File: src/rtl/core/sllod_dly.sv
// ============================================================================
// sllod_dly: enabled delay line
// Carries a pipeline word alongside a multiplier.
// ============================================================================
module sllod_dly #(
    parameter int WIDTH = 8,
    parameter int DEPTH = 2
) (
    input  logic             i_clk,
    input  logic             i_rst_n,
    input  logic             i_en,
    input  logic [WIDTH-1:0] i_d,
    output logic [WIDTH-1:0] o_d
);

    logic [WIDTH-1:0] r_sh [DEPTH];

    always_ff @(posedge i_clk) begin
        if (!i_rst_n) begin
            for (int k = 0; k < DEPTH; k++) begin
                r_sh[k] <= '0;
            end
        end else if (i_en) begin
            r_sh[0] <= i_d;
            for (int k = 1; k < DEPTH; k++) begin
                r_sh[k] <= r_sh[k-1];
            end
        end
    end

    assign o_d = r_sh[DEPTH-1];

endmodule

File: config.mk
export PLATFORM = sky130hd
export DESIGN_NAME = sllod_dly
export DESIGN_NICKNAME = d
export VERILOG_FILES = /design/src/rtl/core/sllod_dly.sv
export SDC_FILE = /design/constraint.sdc
export NUM_CORES = 1
export LEC_CHECK = 0
export BUFFER_PORTS_ARGS = -buffer_cell sky130_fd_sc_hd__buf_2
export CAP_MARGIN = 5
export CORE_UTILIZATION = 35
export DETAILED_ROUTE_END_ITERATION = 16
export PLACE_DENSITY = 0.6
export SLEW_MARGIN = 5
export SYNTH_ARGS = -nofsm -noshare
export SYNTH_HDL_FRONTEND = slang
export SYNTH_SLANG_ARGS = --single-unit
File: constraint.sdc
create_clock -name i_clk -period 2.1 [get_ports i_clk]
set_input_delay 0 -clock i_clk [delete_from_list [all_inputs] [get_ports i_clk]]
set_output_delay 0 -clock i_clk [all_outputs]
set_load 0.005 [all_outputs]
# Yosys cells after proc, flatten, opt, wreduce, memory -nomap -nowiden
# Memories as Yosys holds them, arrays and structs flattened.
# Cells that the tools add are included.
[classes]
addsub = 0
multipliers = 0
div_mod_pow = 0
order_cmp = 0
eq_ne = 0
n_shift = 0
n_mux = 6
bitwise = 2
reduce_logical = 0
[ops]
columns = ["operator", "n"]
rows = [
  ["8-bit two-way mux", 2],
  ["1-bit two-way mux", 4],
  ["1-bit bitwise OR", 2],
]
[word_totals]
reg_bits = 0
latch_bits = 0
ramBits = 16
mem_bits_ro = 0
input_bits = 11
out_inout_bits = 8
wordCells = 9
mem_count = 1
[mem_list]
columns = ["name", "words", "width", "read_ports", "rd_clocked_by_memory_dff", "write_ports", "line", "rtl"]
rows = [
  ["r_sh", 2, 8, 2, 0, 2, "16", "logic [WIDTH-1:0] r_sh [DEPTH];"],
]

# Logic depth before layout (Yosys ltp)
[logic_depth]
word_depth = 4
depth_mapped = 2
ltp_nobuf = 1

# Worst setup path before layout
# OpenSTA, ideal clock, no wires.
[synth_timing]
path_type = "input-to-reg"
start = "input port i_en"
end = "memory r_sh[0][0] (enable)"
setup_time_ns = 0.375
t_arrival_ns = 0.435
required_ns = 1.725
path_slack_ns = 1.291
path_stages = 1
n_path_buf = 0
path_cell_list = "nand2b_1"
[synth_lines]
columns = ["element", "line", "rtl"]
rows = [
  ["start, declared", "11", "input logic i_en,"],
  ["end, declared", "16", ""],
]

==> results.md <==
* Run status: completed
* # diodes at 0
* CTS tree: done
* First-pass GRT wire length at ~1.1 mm
* Clock Skews at 0.802 ps
* Fillcell total at approximately 190
* CP Data Required Time at 2020 ps
* Reg clk slew, reported paths at around 90 ps
* CTS root buffer: clkbuf_4
* Largest area contributor in the netlist: edfxtp_1
* Crit-path cells: buf_2, nand2b_1
* CP endpoint kind: register
* Largest regs: r_sh: 16 flops
* Largest stage delay, worst path at 590 ps
* Share of the synthesized area in the top cell type at 71.4%
* H-tree Lvls at 1
* Post-CTS Setup Inserts at 0
* Finished Layout Cells at 80
* Synth-to-layout area growth at 10.2%
* Drt first-iter violations at 3
* Crit path max fanout at 17
* Fmax at 1150 MHz
* Peak supply drop at 0.000297 V
* Total power at 582 uW
* Post-route design area at between 700 and 800 um^2
* Row count at 15
* CP Class: in2reg
* Register area share after synthesis at 71.4%
* Final Hold Vio Count at 0
* HP Class: in2reg
* CTS Hold Bufs at 0
* Initial core utilization at a little under two fifths
* Cell Int Power at about 470 uW
* Syn Inst Count at between 40 and 50
* Biggest register: r_sh
* Clk pwr share at 27.7%
* Antenna violations before repair at 0
* CP top delay family: simple AND/OR/NAND/NOR gates
* Power density over the cells at 784 nW/um^2
* TritonCTS Sinks at 16
* Max FFs per register at 16
* Max-Slew Margin vs Limit at approximately 53%
* Slew @ Worst Pin at 699 ps
* Post-DRT Antenna Nets at 0
* Port buffer count at 18
* Cells after DPL at 76
* GRT overflow at 0
* WL final at about 800 um
* Final setup TNS at 0 ps
* Pin count of the biggest net entering global routing at 18
* Placer Congestion at around 0.56
* Die height at ~46 um
* Synthesized netlist net count at between 50 and 60
* Maxcap violations at 0
* FF+latch count, synth at 16
* Most frequent cells in the layout: 18 x buf_2, 16 x edfxtp_1, 10 x and3_1
* Buf/Inv on CP at 1
* Seq pwr share at roughly two thirds
* Final setup fails at 0
* Leak at between 0.0003 and 0.0004 uW
* DP Area at ~720 um^2
* Commonest non-fill, non-tap cell in the layout: buf_2
* Largest cells by area after synthesis: edfxtp_1 71%, buf_4 10%, and3_1 9.3%, and3_2 6.7%, buf_6 1.7%
* Drt first pass iters at 3
* Via count at ~340
* Global Route Usage Sum at around 8.4%
* Final min period at between 800 and 900 ps
* Skew-Pair Late Insertion Delay at between 200 and 300 ps
* Io pins at 19
* Slowest CP cell: nand2b_1
* Cell variety after synth at 6
* Core area at 1760 um^2
* Max clock buf depth at 2
* Worst EP arrival at between 700 and 800 ps
* Startpoint Class: input port
* Vias in the first global route at between 200 and 300
* Comb power frac at around 7%
* Die width at approximately 46 um
* Die ar. at 2100 um^2
* Nets at 67
* Period utilization at roughly two fifths
* Fraction of layout cells with a size suffix above 1 at 49.1%
* Vias per Instance at between 4 and 5
* Post-Syn Area at approximately 670 um^2
* RSZ-0062 raised after global routing: no
* Synth Warn # at 0
* Final slew viol count at 0
* Cts bufs inserted at 3
* Sw Pwr at around 120 uW
* Syn Area/Cell at ~16 um^2
* Drt drc at 0
* Switching share of power at roughly a fifth
* Routed WL per cell at 9.93 um
* CTS resizes at 0
==> cells in the mapped netlist, drive strengths merged <==
master and count:
and3 16, nand2b 1, buf 10, edfxtp 16
==> cell families (layout without fill, tap and decap cells) <==
| group | after synthesis | in the layout | share of synthesized area (%) |
|---|---|---|---|
| buf+inv | 10 | 22 | 11.7 |
| simple gates | 17 | 17 | 16.9 |
| flops | 16 | 16 | 71.4 |
==> through the flow <==
step | worst slack (ps) | hold slack (ps) | utilization [%]
detailed placement | 911 | 320 | 40.6
global route | 1170 | 30.3 | 42.1
floorplan | 1290 | 236 | -
CTS | 1220 | 17.3 | 42.1
finish | 1230 | 29.6 | 42.1
global placement | 966 | 327 | 40.6
==> path summary, 6_finish.rpt <==
check / from / to / slack, ps / cells past startpoint
hold reg to reg: r_sh[0][2] / r_sh[0][10] / 570 / 1
setup / recovery: i_en / r_sh[0][10] / 1230 / 2
setup reg to reg: r_sh[0][7] / r_sh[0][15] / 1280 / 1
hold / removal: i_d[2] / r_sh[0][2] / 30 / 2
==> layer usage <==
metal / track usage, % / part of all wire, % / up-vias
li1: - / - / 175
met1: 8.10 / 45 / 148
met5: 0 / 0 / -
met3: 3.57 / 8.1 / 2
met2: 11.8 / 45 / 16
met4: 10.6 / 2.4 / 0
==> power groups by stage <==
stage	clock network (uW)	registers, uW	logic, uW
2_1_floorplan	0	387	34.0
3_3_place_gp	0	387	39.4
3_5_place_dp	0	388	40.8
4_1_cts	168	381	40.8
5_1_grt	177	383	45.1
6_report	161	380	40.2
==> final cells by class <==
class                      count  area [um^2]  share of cell area [%]
clock buffer                   3         22.5                    3.04
clock inverter                 1         3.75                   0.506
multi-input combinational     17          114                    15.3
sequential                    16          480                    64.8
tap                           25         31.3                    4.22
timing repair buffer          18         90.1                    12.1
No activity file was read; power rests on OpenSTA's default activity.
